--- src/hw/rtl/quadrature_dimmer_control_assert.svh ---
// Assertion macros for the RTL file of the quadrature dimmer control.
`ifndef QUADRATURE_DIMMER_CONTROL_ASSERT_SVH
`define QUADRATURE_DIMMER_CONTROL_ASSERT_SVH

// The consequent must hold in the same cycle as the antecedent.
`define QDC_ASSERT_SAME(label, ante, cons) \
    label: assert property (@(posedge clk) disable iff (!rst_n) (ante) |-> (cons)) \
        else $error("assertion failed");

// The consequent must hold in the cycle after the antecedent.
`define QDC_ASSERT_NEXT(label, ante, cons) \
    label: assert property (@(posedge clk) disable iff (!rst_n) (ante) |=> (cons)) \
        else $error("assertion failed");

`endif

--- src/hw/rtl/qdc_pkg.sv ---
`timescale 1ns / 1ps

package qdc_pkg;

    localparam int MAX_LEVEL_DEF = 10;
    localparam int LEVEL_W       = 4;
    localparam int DUTY_W        = 8;
    localparam int DUTY_FULL     = 255;

    typedef logic [1:0] phase_t;

    localparam phase_t PHASE_00 = 2'b00;
    localparam phase_t PHASE_01 = 2'b01;
    localparam phase_t PHASE_11 = 2'b11;
    localparam phase_t PHASE_10 = 2'b10;

    typedef struct packed {
        logic phase_a;
        logic phase_b;
        logic button_level;
    } qdc_in_t;

    typedef struct packed {
        logic [LEVEL_W-1:0] level_one;
        logic [LEVEL_W-1:0] level_two;
        logic [DUTY_W-1:0]  duty_one;
        logic [DUTY_W-1:0]  duty_two;
        logic               selected_channel;
    } qdc_out_t;

    // Next phase pair in the forward Gray sequence.
    function automatic phase_t phase_fwd(input phase_t p);
        phase_t n;
        unique case (p)
            PHASE_00: n = PHASE_01;
            PHASE_01: n = PHASE_11;
            PHASE_11: n = PHASE_10;
            PHASE_10: n = PHASE_00;
            default:  n = PHASE_00;
        endcase
        return n;
    endfunction

endpackage

--- src/hw/rtl/quadrature_dimmer_control.sv ---
`timescale 1ns / 1ps

// Quadrature dimmer control. Each request is one sample of the encoder phase
// pins and the push button; every request yields one result with both channel
// levels, their PWM duties and the selected channel. A new request is taken in
// every cycle unless the input register is full and the waiting result is not
// taken. Its result is offered once the input register hands it to the result
// register. The duty of each channel is tracked alongside its level as a
// quotient and remainder, so a level step needs no multiply or divide. The
// direction register resets to reversed.
`include "quadrature_dimmer_control_assert.svh"

module quadrature_dimmer_control
    import qdc_pkg::*;
#(
    parameter int MAX_LEVEL = MAX_LEVEL_DEF
)
(
    input  logic     clk,
    input  logic     rst_n,
    input  logic     in_valid,
    output logic     in_ready,
    input  qdc_in_t  in_data,
    output logic     out_valid,
    input  logic     out_ready,
    output qdc_out_t out_data,
    input  logic     cfg_write,
    input  logic     cfg_data
);

    localparam int LW        = $clog2(MAX_LEVEL + 1);
    localparam int RW        = (MAX_LEVEL > 1) ? $clog2(MAX_LEVEL) : 1;
    localparam int DUTY_STEP = DUTY_FULL / MAX_LEVEL;
    localparam int DUTY_REM  = DUTY_FULL % MAX_LEVEL;

    logic              reverse_reg;
    logic              s1_valid_reg, s1_valid_next;
    qdc_in_t           in_reg;
    logic              out_valid_reg, out_valid_next;
    qdc_out_t          out_reg, out_next;
    phase_t            prev_phase_reg, prev_phase_next;
    logic              captured_reg, captured_next;
    logic              prev_button_reg, prev_button_next;
    logic              sel_reg, sel_next;
    logic [LW-1:0]     level_reg [2];
    logic [LW-1:0]     level_next [2];
    logic [DUTY_W-1:0] duty_reg [2];
    logic [DUTY_W-1:0] duty_next [2];
    logic [RW-1:0]     rem_reg [2];
    logic [RW-1:0]     rem_next [2];

    logic              in_fire;
    logic              s1_adv;
    logic              proc;
    phase_t            cur_phase;
    logic              fwd_move, bwd_move, step_up, step_dn;
    logic [LW-1:0]     sel_level;
    logic [DUTY_W-1:0] sel_duty;
    logic [RW-1:0]     sel_rem;
    logic [RW:0]       rem_sum;
    logic              rem_wrap;
    logic              rem_borrow;

    assign s1_adv   = !out_valid_reg || out_ready;
    assign in_ready = !s1_valid_reg || s1_adv;
    assign in_fire  = in_valid && in_ready;
    assign proc     = s1_valid_reg && s1_adv;

    assign out_valid = out_valid_reg;
    assign out_data  = out_reg;

    assign cur_phase = {in_reg.phase_a, in_reg.phase_b};
    assign fwd_move  = (phase_fwd(prev_phase_reg) == cur_phase);
    assign bwd_move  = (phase_fwd(cur_phase) == prev_phase_reg);
    assign step_up   = reverse_reg ? bwd_move : fwd_move;
    assign step_dn   = reverse_reg ? fwd_move : bwd_move;

    assign sel_level  = level_reg[sel_reg];
    assign sel_duty   = duty_reg[sel_reg];
    assign sel_rem    = rem_reg[sel_reg];
    assign rem_sum    = {1'b0, sel_rem} + (RW+1)'(DUTY_REM);
    assign rem_wrap   = (rem_sum >= (RW+1)'(MAX_LEVEL));
    assign rem_borrow = ({1'b0, sel_rem} < (RW+1)'(DUTY_REM));

    always_comb
    begin
        s1_valid_next    = s1_valid_reg;
        out_valid_next   = out_valid_reg;
        prev_phase_next  = prev_phase_reg;
        captured_next    = captured_reg;
        prev_button_next = prev_button_reg;
        sel_next         = sel_reg;
        level_next       = level_reg;
        duty_next        = duty_reg;
        rem_next         = rem_reg;

        if (in_fire)
        begin
            s1_valid_next = 1'b1;
        end
        else if (s1_adv)
        begin
            s1_valid_next = 1'b0;
        end

        if (s1_adv)
        begin
            out_valid_next = s1_valid_reg;
        end

        if (proc)
        begin
            if (!captured_reg)
            begin
                captured_next = 1'b1;
            end
            else if (step_up && (sel_level < LW'(MAX_LEVEL)))
            begin
                level_next[sel_reg] = sel_level + LW'(1);
                rem_next[sel_reg]   = rem_wrap ? RW'(rem_sum - (RW+1)'(MAX_LEVEL))
                                               : RW'(rem_sum);
                duty_next[sel_reg]  = sel_duty + DUTY_W'(DUTY_STEP) + DUTY_W'(rem_wrap);
            end
            else if (step_dn && (sel_level != '0))
            begin
                level_next[sel_reg] = sel_level - LW'(1);
                rem_next[sel_reg]   = rem_borrow
                    ? RW'({1'b0, sel_rem} + (RW+1)'(MAX_LEVEL) - (RW+1)'(DUTY_REM))
                    : RW'({1'b0, sel_rem} - (RW+1)'(DUTY_REM));
                duty_next[sel_reg]  = sel_duty - DUTY_W'(DUTY_STEP) - DUTY_W'(rem_borrow);
            end

            prev_phase_next = cur_phase;

            if (!prev_button_reg && in_reg.button_level)
            begin
                sel_next = !sel_reg;
            end
            prev_button_next = in_reg.button_level;
        end

        out_next                  = out_reg;
        out_next.level_one        = LEVEL_W'(level_next[0]);
        out_next.level_two        = LEVEL_W'(level_next[1]);
        out_next.duty_one         = duty_next[0];
        out_next.duty_two         = duty_next[1];
        out_next.selected_channel = sel_next;
    end

    always_ff @(posedge clk or negedge rst_n)
    begin
        if (!rst_n)
        begin
            reverse_reg     <= 1'b1;
            s1_valid_reg    <= 1'b0;
            out_valid_reg   <= 1'b0;
            prev_phase_reg  <= PHASE_00;
            captured_reg    <= 1'b0;
            prev_button_reg <= 1'b1;
            sel_reg         <= 1'b0;
            level_reg[0]    <= '0;
            level_reg[1]    <= '0;
            duty_reg[0]     <= '0;
            duty_reg[1]     <= '0;
            rem_reg[0]      <= '0;
            rem_reg[1]      <= '0;
        end
        else
        begin
            if (cfg_write)
            begin
                reverse_reg <= cfg_data;
            end
            s1_valid_reg    <= s1_valid_next;
            out_valid_reg   <= out_valid_next;
            prev_phase_reg  <= prev_phase_next;
            captured_reg    <= captured_next;
            prev_button_reg <= prev_button_next;
            sel_reg         <= sel_next;
            level_reg       <= level_next;
            duty_reg        <= duty_next;
            rem_reg         <= rem_next;
        end
    end

    always_ff @(posedge clk)
    begin
        if (in_fire)
        begin
            in_reg <= in_data;
        end
        if (proc)
        begin
            out_reg <= out_next;
        end
    end

    `QDC_ASSERT_SAME(a_full_level_full_duty, level_reg[0] == LW'(MAX_LEVEL),
        duty_reg[0] == DUTY_W'(DUTY_FULL) && rem_reg[0] == '0)
    `QDC_ASSERT_SAME(a_zero_level_zero_duty, level_reg[1] == '0,
        duty_reg[1] == '0 && rem_reg[1] == '0)
    `QDC_ASSERT_SAME(a_stall_only_when_full, !in_ready,
        s1_valid_reg && out_valid_reg && !out_ready)
    `QDC_ASSERT_NEXT(a_release_toggles, proc && !prev_button_reg && in_reg.button_level,
        sel_reg != $past(sel_reg))
    `QDC_ASSERT_NEXT(a_held_request_stays, s1_valid_reg && !s1_adv,
        s1_valid_reg && $stable(in_reg))

endmodule

--- config.mk ---
export PLATFORM = sky130hd
export DESIGN_NAME = quadrature_dimmer_control
export DESIGN_NICKNAME = d
export VERILOG_FILES = /design/src/hw/rtl/qdc_pkg.sv /design/src/hw/rtl/quadrature_dimmer_control.sv
export VERILOG_INCLUDE_DIRS = /design/src /design/src/hw/rtl
export SDC_FILE = /design/constraint.sdc
export NUM_CORES = 1
export LEC_CHECK = 0
export BUFFER_PORTS_ARGS = -buffer_cell sky130_fd_sc_hd__buf_2
export CAP_MARGIN = 20
export CORE_MARGIN = 5
export CORE_UTILIZATION = 56
export CTS_BUF_LIST = sky130_fd_sc_hd__clkbuf_4 sky130_fd_sc_hd__clkbuf_8
export DETAILED_ROUTE_END_ITERATION = 16
export MAX_ROUTING_LAYER = met4
export PLACE_DENSITY = 0.81
export SLEW_MARGIN = 20
export SYNTH_ARGS = -nofsm -noshare
export SYNTH_HDL_FRONTEND = slang
export SYNTH_SLANG_ARGS = --single-unit
export TNS_END_PERCENT = 5
--- constraint.sdc ---
create_clock -name clk -period 3.7 [get_ports clk]
set_input_delay 0.37 -clock clk [delete_from_list [all_inputs] [get_ports clk]]
set_output_delay 0.37 -clock clk [all_outputs]
set_load 0.03 [all_outputs]
==> results of run 1 <==
-- area by class of cell --
type                       instances  share of cell area [%]
clock buffer                      14                    3.90
timing repair buffer              42                    5.38
multi-input combinational        234                    43.3
sequential                        68                    42.9
inverter                          22                    1.92
clock inverter                     2                   0.233
tap                               80                    2.33
-- stage by stage --
stage	worst slack, ns	util, %
finish	0.230	63.7
global route	-0.00757	63.7
CTS	0.0210	63.0
detailed placement	-0.00758	60.3
global placement	0.152	60.3
floorplan	0.175	-
-- routing by layer --
layer  vias to the layer above  GRT usage [%]  part of all wire, %
met5                         -              -                    0
met3                        10           5.63                  5.8
li1                       1338              -                    -
met1                      1367           28.8                   47
met2                        85           32.0                   47
met4                         0           5.74                 0.82
-- placed cells by master, fill, tap and decap left out, drive strengths merged, types with 15 or more instances in the layout --
cell | netlist | final
nor2 | 15 | 15
ha | 17 | 17
a21oi | 18 | 18
mux2i | 15 | 15
dfrtp | 38 | 38
o21ai | 22 | 22
inv | 22 | 22
buf | 11 | 42
nand2 | 17 | 17
edfxtp | 28 | 28
-- timing repair --
| item | CTS | global route |
|---|---|---|
| buffers inserted | 0 | 2 |
| hold buffers | 0 | 0 |
| pin swaps | 0 | 1 |
| gates resized for setup | 1 | 9 |
| setup endpoints to repair | 2 | 15 |
-- worst max-delay path: cells and delay by family, from the launching register on --
kind | cells | cell delay [ns]
AO/OA/AOI/OAI | 4 | 0.72
flip-flops | 1 | 0.44
XOR/XNOR | 1 | 0.09
AND/OR/NAND/NOR | 6 | 0.90
multiplexers | 1 | 0.37
buffers and inverters | 1 | 0.23
adder cells (fa/ha/maj) | 2 | 0.45
-- logic make-up (layout without fill, tap and decap cells) --
kind of cell / Yosys count / in the layout
AOI/OAI and AO/OA: 98 / 98
xor gates and xnor gates: 20 / 20
adders and majority gates: 18 / 18
buffers and inverters: 33 / 80
DFF: 68 / 68
muxes: 24 / 24
and+or+nand+nor: 74 / 74
-- report_power, final --
part / total, mW / switching (mW) / internal (mW)
registers: 1.34 / 0.228 / 1.11
logic: 2.66 / 1.57 / 1.09
clock network: 0.562 / 0.272 / 0.290
-- worst max-delay path by stage --
stage / slack (ns) / end / cells after the start
global placement: 0.15 / out_data[16] / 15
CTS: 0.02 / out_data[16] / 15
finish: 0.23 / out_data[16] / 15
global route: -0.008 / out_data[8] / 16
detailed placement: -0.008 / out_data[8] / 15
floorplan: 0.18 / out_data[8] / 17
==> flow_summary.yaml, run 1 <==
worst_hold_path:
  min_path_type: "primary input to asynchronous set/reset pin"
finish:
  diodes: 0
  fillCellCount: 533
  instances_no_fill: 462
  final_cell_area_um2: 4300
  regArea_um2: 1850
  syn2layout_area_growth_pct: 11.0
  largest_reg_flops: 25
  multi_input_area_um2: 1860
  num-nets-final: 404
  final_layout_size_suffix_gt1_share_pct: 25.1
setup_path:
  cp.arrival_ns: 3.57
  crit_slowest_cell: "dfrtp_2"
  criticalPathCategory: "flip-flop to flip-flop"
  timing.rr.start: "sel_reg"
  r2r.worst_path.cells: 15
  worstSetupStartpointType: "flip-flop"
  cp.required_ns: 3.80
  reg2reg_to: "out_data[16]"
  crit_path_start: "sel_reg"
  crit_top_cell: "nand2_1"
  cp_cell_sequence: "buf_6 > mux2_4 > or2_2 > and2_1 > ha_2 > nand2_1 > a21o_1 > nand3_1 > ha_1 > nand2b_1 > a311oi_2 > xnor2_1 > nand2_1 > o21ai_1 > a22o_1"
  ff2ff_setup_slack_ns: 0.23
  critPathCaptureType: "flip-flop"
  critPathMaxFanout: 14
  cp_slowest_stage_delay_ns: 0.44
global_routing:
  grt_overflow: 0
  antenna_found_initial: 0
  grt_start_max_net_pins: 41
  grt_usage_pct: 21.3
  grt_pass1_wl_mm: 13.8
  first_global_vias: 2737
synthesis:
  synth_top_family_by_area: "compound AO/OA/AOI/OAI gates"
  synth_fa_ha_area_share_pct: 6.01
  yosysMostFrequentCell: "dfrtp_1"
  synth_area_um2: 3870
  synth_compound_area_share_pct: 18.8
  synthCells: 335
  ys_types: 66
  yosys-top-cells-area: "dfrtp_1, edfxtp_1, ha_1, xnor2_1, mux2i_1"
  synth_edf_count: 28
  ys_seq_area_share_pct: 47.6
  synth_area_leader_cell: "dfrtp_1"
  ys.warnings.count: 0
  ys_top_cells_by_count: "dfrtp_1, edfxtp_1, inv_1, a21oi_1"
  syn_avg_cell_area_um2: 11.6
  synthArstFlopShare_pct: 58.8
  syn-num-nets: 362
  synth_top_cell_area_share_pct: 24.5
  synth_mux_area_share_pct: 7.43
  ys.flop_type: "dfrtp_1"
  synthSimpleGateAreaFrac_pct: 10.6
  ys_seq_elements: 68
  synth-xor-area-share_pct: 4.52
timing:
  fmax_ghz: 0.288
  finalWorstPathRequiredPeriod_ns: 3.47
  whs_ns: 0.156
  finClkSkew_ns: 0.00553
  slew_headroom_pct: 28.6
  hold_viol_final: 0
  fin_crit_sh_pct: 93.8
  setup-tns-final_ns: 0
  report.final.slew_viol_count: 0
  worst_pin_slew_ns: 1.07
  setup_viol: 0
floorplan:
  die_x_um: 93.2
  die_area_um2: 8680
  fp.coreArea_um2: 6760
  std_cell_rows: 30
  die_h_um: 93.2
  start_util_pct: 57.3
  pin_count: 36
placement:
  hpwl_mm: 5.94
  place_area_um2: 4080
  io_buffers: 35
  dp_cells: 444
  globalplace.congestion: 0.904
clock_tree:
  clk_pin_slew_worst_paths_ns: 0.07
  htreeDepth: 3
  cts_tree: "yes"
  cts_buffers: 9
  clkLatencyLatePin_ns: 0.35
  cts-root-buf: "clkbuf_8"
  clock_path_buffers: 2
  cts_sinks: 68
run:
  cap_violations: 0
detailed_routing:
  drc: 0
  final_antenna_net_count: 0
  drtIter0Drc: 205
  via_per_inst: 6.06
  vias: 2800
  firstDrtPassIters: 4
  routedWlPerCell_um: 18.4
  drt-total-wl_mm: 8.49
power:
  vdd_ir_drop_max_uv: 476
  total_power_mw: 4.56
  p_per_area_nw_per_um2: 1060
  power.leakage_nw: 1.81
status:
  run_status: "completed"
Note: power is estimated with default switching activity, not from simulation.
==> run 2: changes to the inputs <==
CORE_UTILIZATION = 55   (was 56)
PLACE_DENSITY = 0.8   (was 0.81)
==> flow_summary.yaml, run 2 (synthesized netlist as in run 1, its figures left out) <==
status:
  run_status: "completed"
global_routing:
  grt_start_max_net_pins: 41
  antenna_found_initial: 0
  grt_pass1_wl_mm: 13.8
  met2_usage_pct: 29.7
  busiest_layer: "met2"
  gr-usage-met3_pct: 5.37
  grt.met1_usage_pct: 28.4
  first_global_vias: 2739
  grt_usage_pct: 20.9
  grt_overflow: 0
timing:
  finClkSkew_ns: 0.00572
  finalWorstPathRequiredPeriod_ns: 3.48
  finalWorstSetupSlack_ns: 0.216
  setup-tns-final_ns: 0
  fin_crit_sh_pct: 94.2
  worst_pin_slew_ns: 1.06
  fmax_ghz: 0.287
  rsz0062_at_grt: "false"
  setup_viol: 0
  whs_ns: 0.146
  slew_headroom_pct: 29.3
  report.final.slew_viol_count: 0
  hold_viol_final: 0
floorplan:
  die_h_um: 93.9
  pin_count: 36
  fp.coreArea_um2: 6830
  die_x_um: 93.9
  start_util_pct: 56.7
  std_cell_rows: 30
  die_area_um2: 8820
placement:
  hpwl_mm: 5.68
  dp_slack_ns: 0.0167
  dp_cells: 460
  globalplace.congestion: 0.940
  place_area_um2: 4100
  io_buffers: 35
finish:
  fillCellCount: 536
  mostFrequentLayoutCells: "dfrtp_1, buf_2, edfxtp_1, inv_1"
  multi_input_area_um2: 1870
  final_cell_area_um2: 4410
  instances_no_fill: 480
  syn2layout_area_growth_pct: 14.0
  final_common_cell: "dfrtp_1"
  num-nets-final: 406
  final_layout_size_suffix_gt1_share_pct: 25.5
  finish.utilization_pct: 64.6
  largest_reg_flops: 25
  regArea_um2: 1850
  diodes: 0
detailed_routing:
  vias: 2804
  drtIter0Drc: 298
  routedWlPerCell_um: 17.3
  drc: 0
  drt-total-wl_mm: 8.28
  firstDrtPassIters: 4
  via_per_inst: 5.84
  final_antenna_net_count: 0
clock_tree:
  htreeDepth: 3
  cts_buffers: 9
  clk_pin_slew_worst_paths_ns: 0.07
  ctsHoldBuffers: 0
  clkLatencyLatePin_ns: 0.35
  cts-root-buf: "clkbuf_8"
  cts_tree: "yes"
  cts_sinks: 68
  clock_path_buffers: 2
setup_path:
  r2r.worst_path.cells: 15
  critPathCaptureType: "flip-flop"
  worstSetupStartpointType: "flip-flop"
  critPathMaxFanout: 7
  cp.arrival_ns: 3.59
  criticalPathCategory: "flip-flop to flip-flop"
  cp.required_ns: 3.81
power:
  switching_share_pct: 43.6
  p_switching_mw: 2.08
  power.leakage_nw: 1.85
  comb_power_share_pct: 56.1
  p_per_area_nw_per_um2: 1080
  power_frac_clock_pct: 15.8
  power_frac_seq_pct: 28.1
  internal_power_mw: 2.69
  total_power_mw: 4.77
  vdd_ir_drop_max_uv: 485
run:
  cap_violations: 0
worst_hold_path:
  min_path_type: "primary input to asynchronous set/reset pin"
[run 2: cell count changes in the layout (fill, tap and decap cells not counted), sizes merged]
cell,before,now
buf,42,44
bufinv,0,3
clkbuf,14,10
clkinvlp,0,1
[run 2: worst max-delay path: stages, from the launching register on]
cell	delay [ns]
dfrtp_2	0.46
mux2i_4	0.28
inv_1	0.07
ha_1	0.21
or2_2	0.28
and2_1	0.14
ha_2	0.22
o21ai_0	0.17
nand3_1	0.16
ha_1	0.24
nand2b_1	0.18
a311oi_2	0.30
xnor2_1	0.09
nand2_1	0.10
o21ai_1	0.07
a22o_1	0.24
[run 2: timing repair]
item                       in CTS  in global routing
setup endpoints to repair       3                 14
resized for setup               1                  8
buffers inserted                0                  4
pin swaps                       0                  2
[run 2: power groups by stage]
stage / Combinational (mW) / Sequential, mW / Clock (mW)
final: 2.68 / 1.34 / 0.752
after global routing: 2.96 / 1.37 / 0.800
after CTS: 2.56 / 1.32 / 0.765
after detailed placement: 2.52 / 1.33 / 0
after global placement: 2.49 / 1.33 / 0
after floorplan: 1.91 / 1.46 / 0
[run 2: worst paths after layout]
kind,startpoint,endpoint,slack (ns)
worst min register to register,captured_reg,captured_reg,0.50
worst max-delay path,sel_reg,out_data[16],0.22
min in group clk,in_data[1],cur_phase[0],0.19
max in group asynchronous,rst_n,sel_reg,2.92
worst max register to register,sel_reg,out_data[16],0.22
worst min-delay path,rst_n,duty_reg[5],0.15
[run 2: layer usage]
layer,up-vias,routed length [um]
met3,10,542
li1,1333,-
met2,94,3760
met4,0,111
met1,1367,3870
met5,-,0
[run 2: final cells by class]
type | count | share of cell area, %
multi-input cells | 234 | 42.5
repair buffers | 44 | 5.50
clock buffers | 10 | 3.12
inverters | 22 | 1.87
flip-flops and latches | 68 | 41.8
clock inverters | 6 | 2.52
well taps | 96 | 2.72
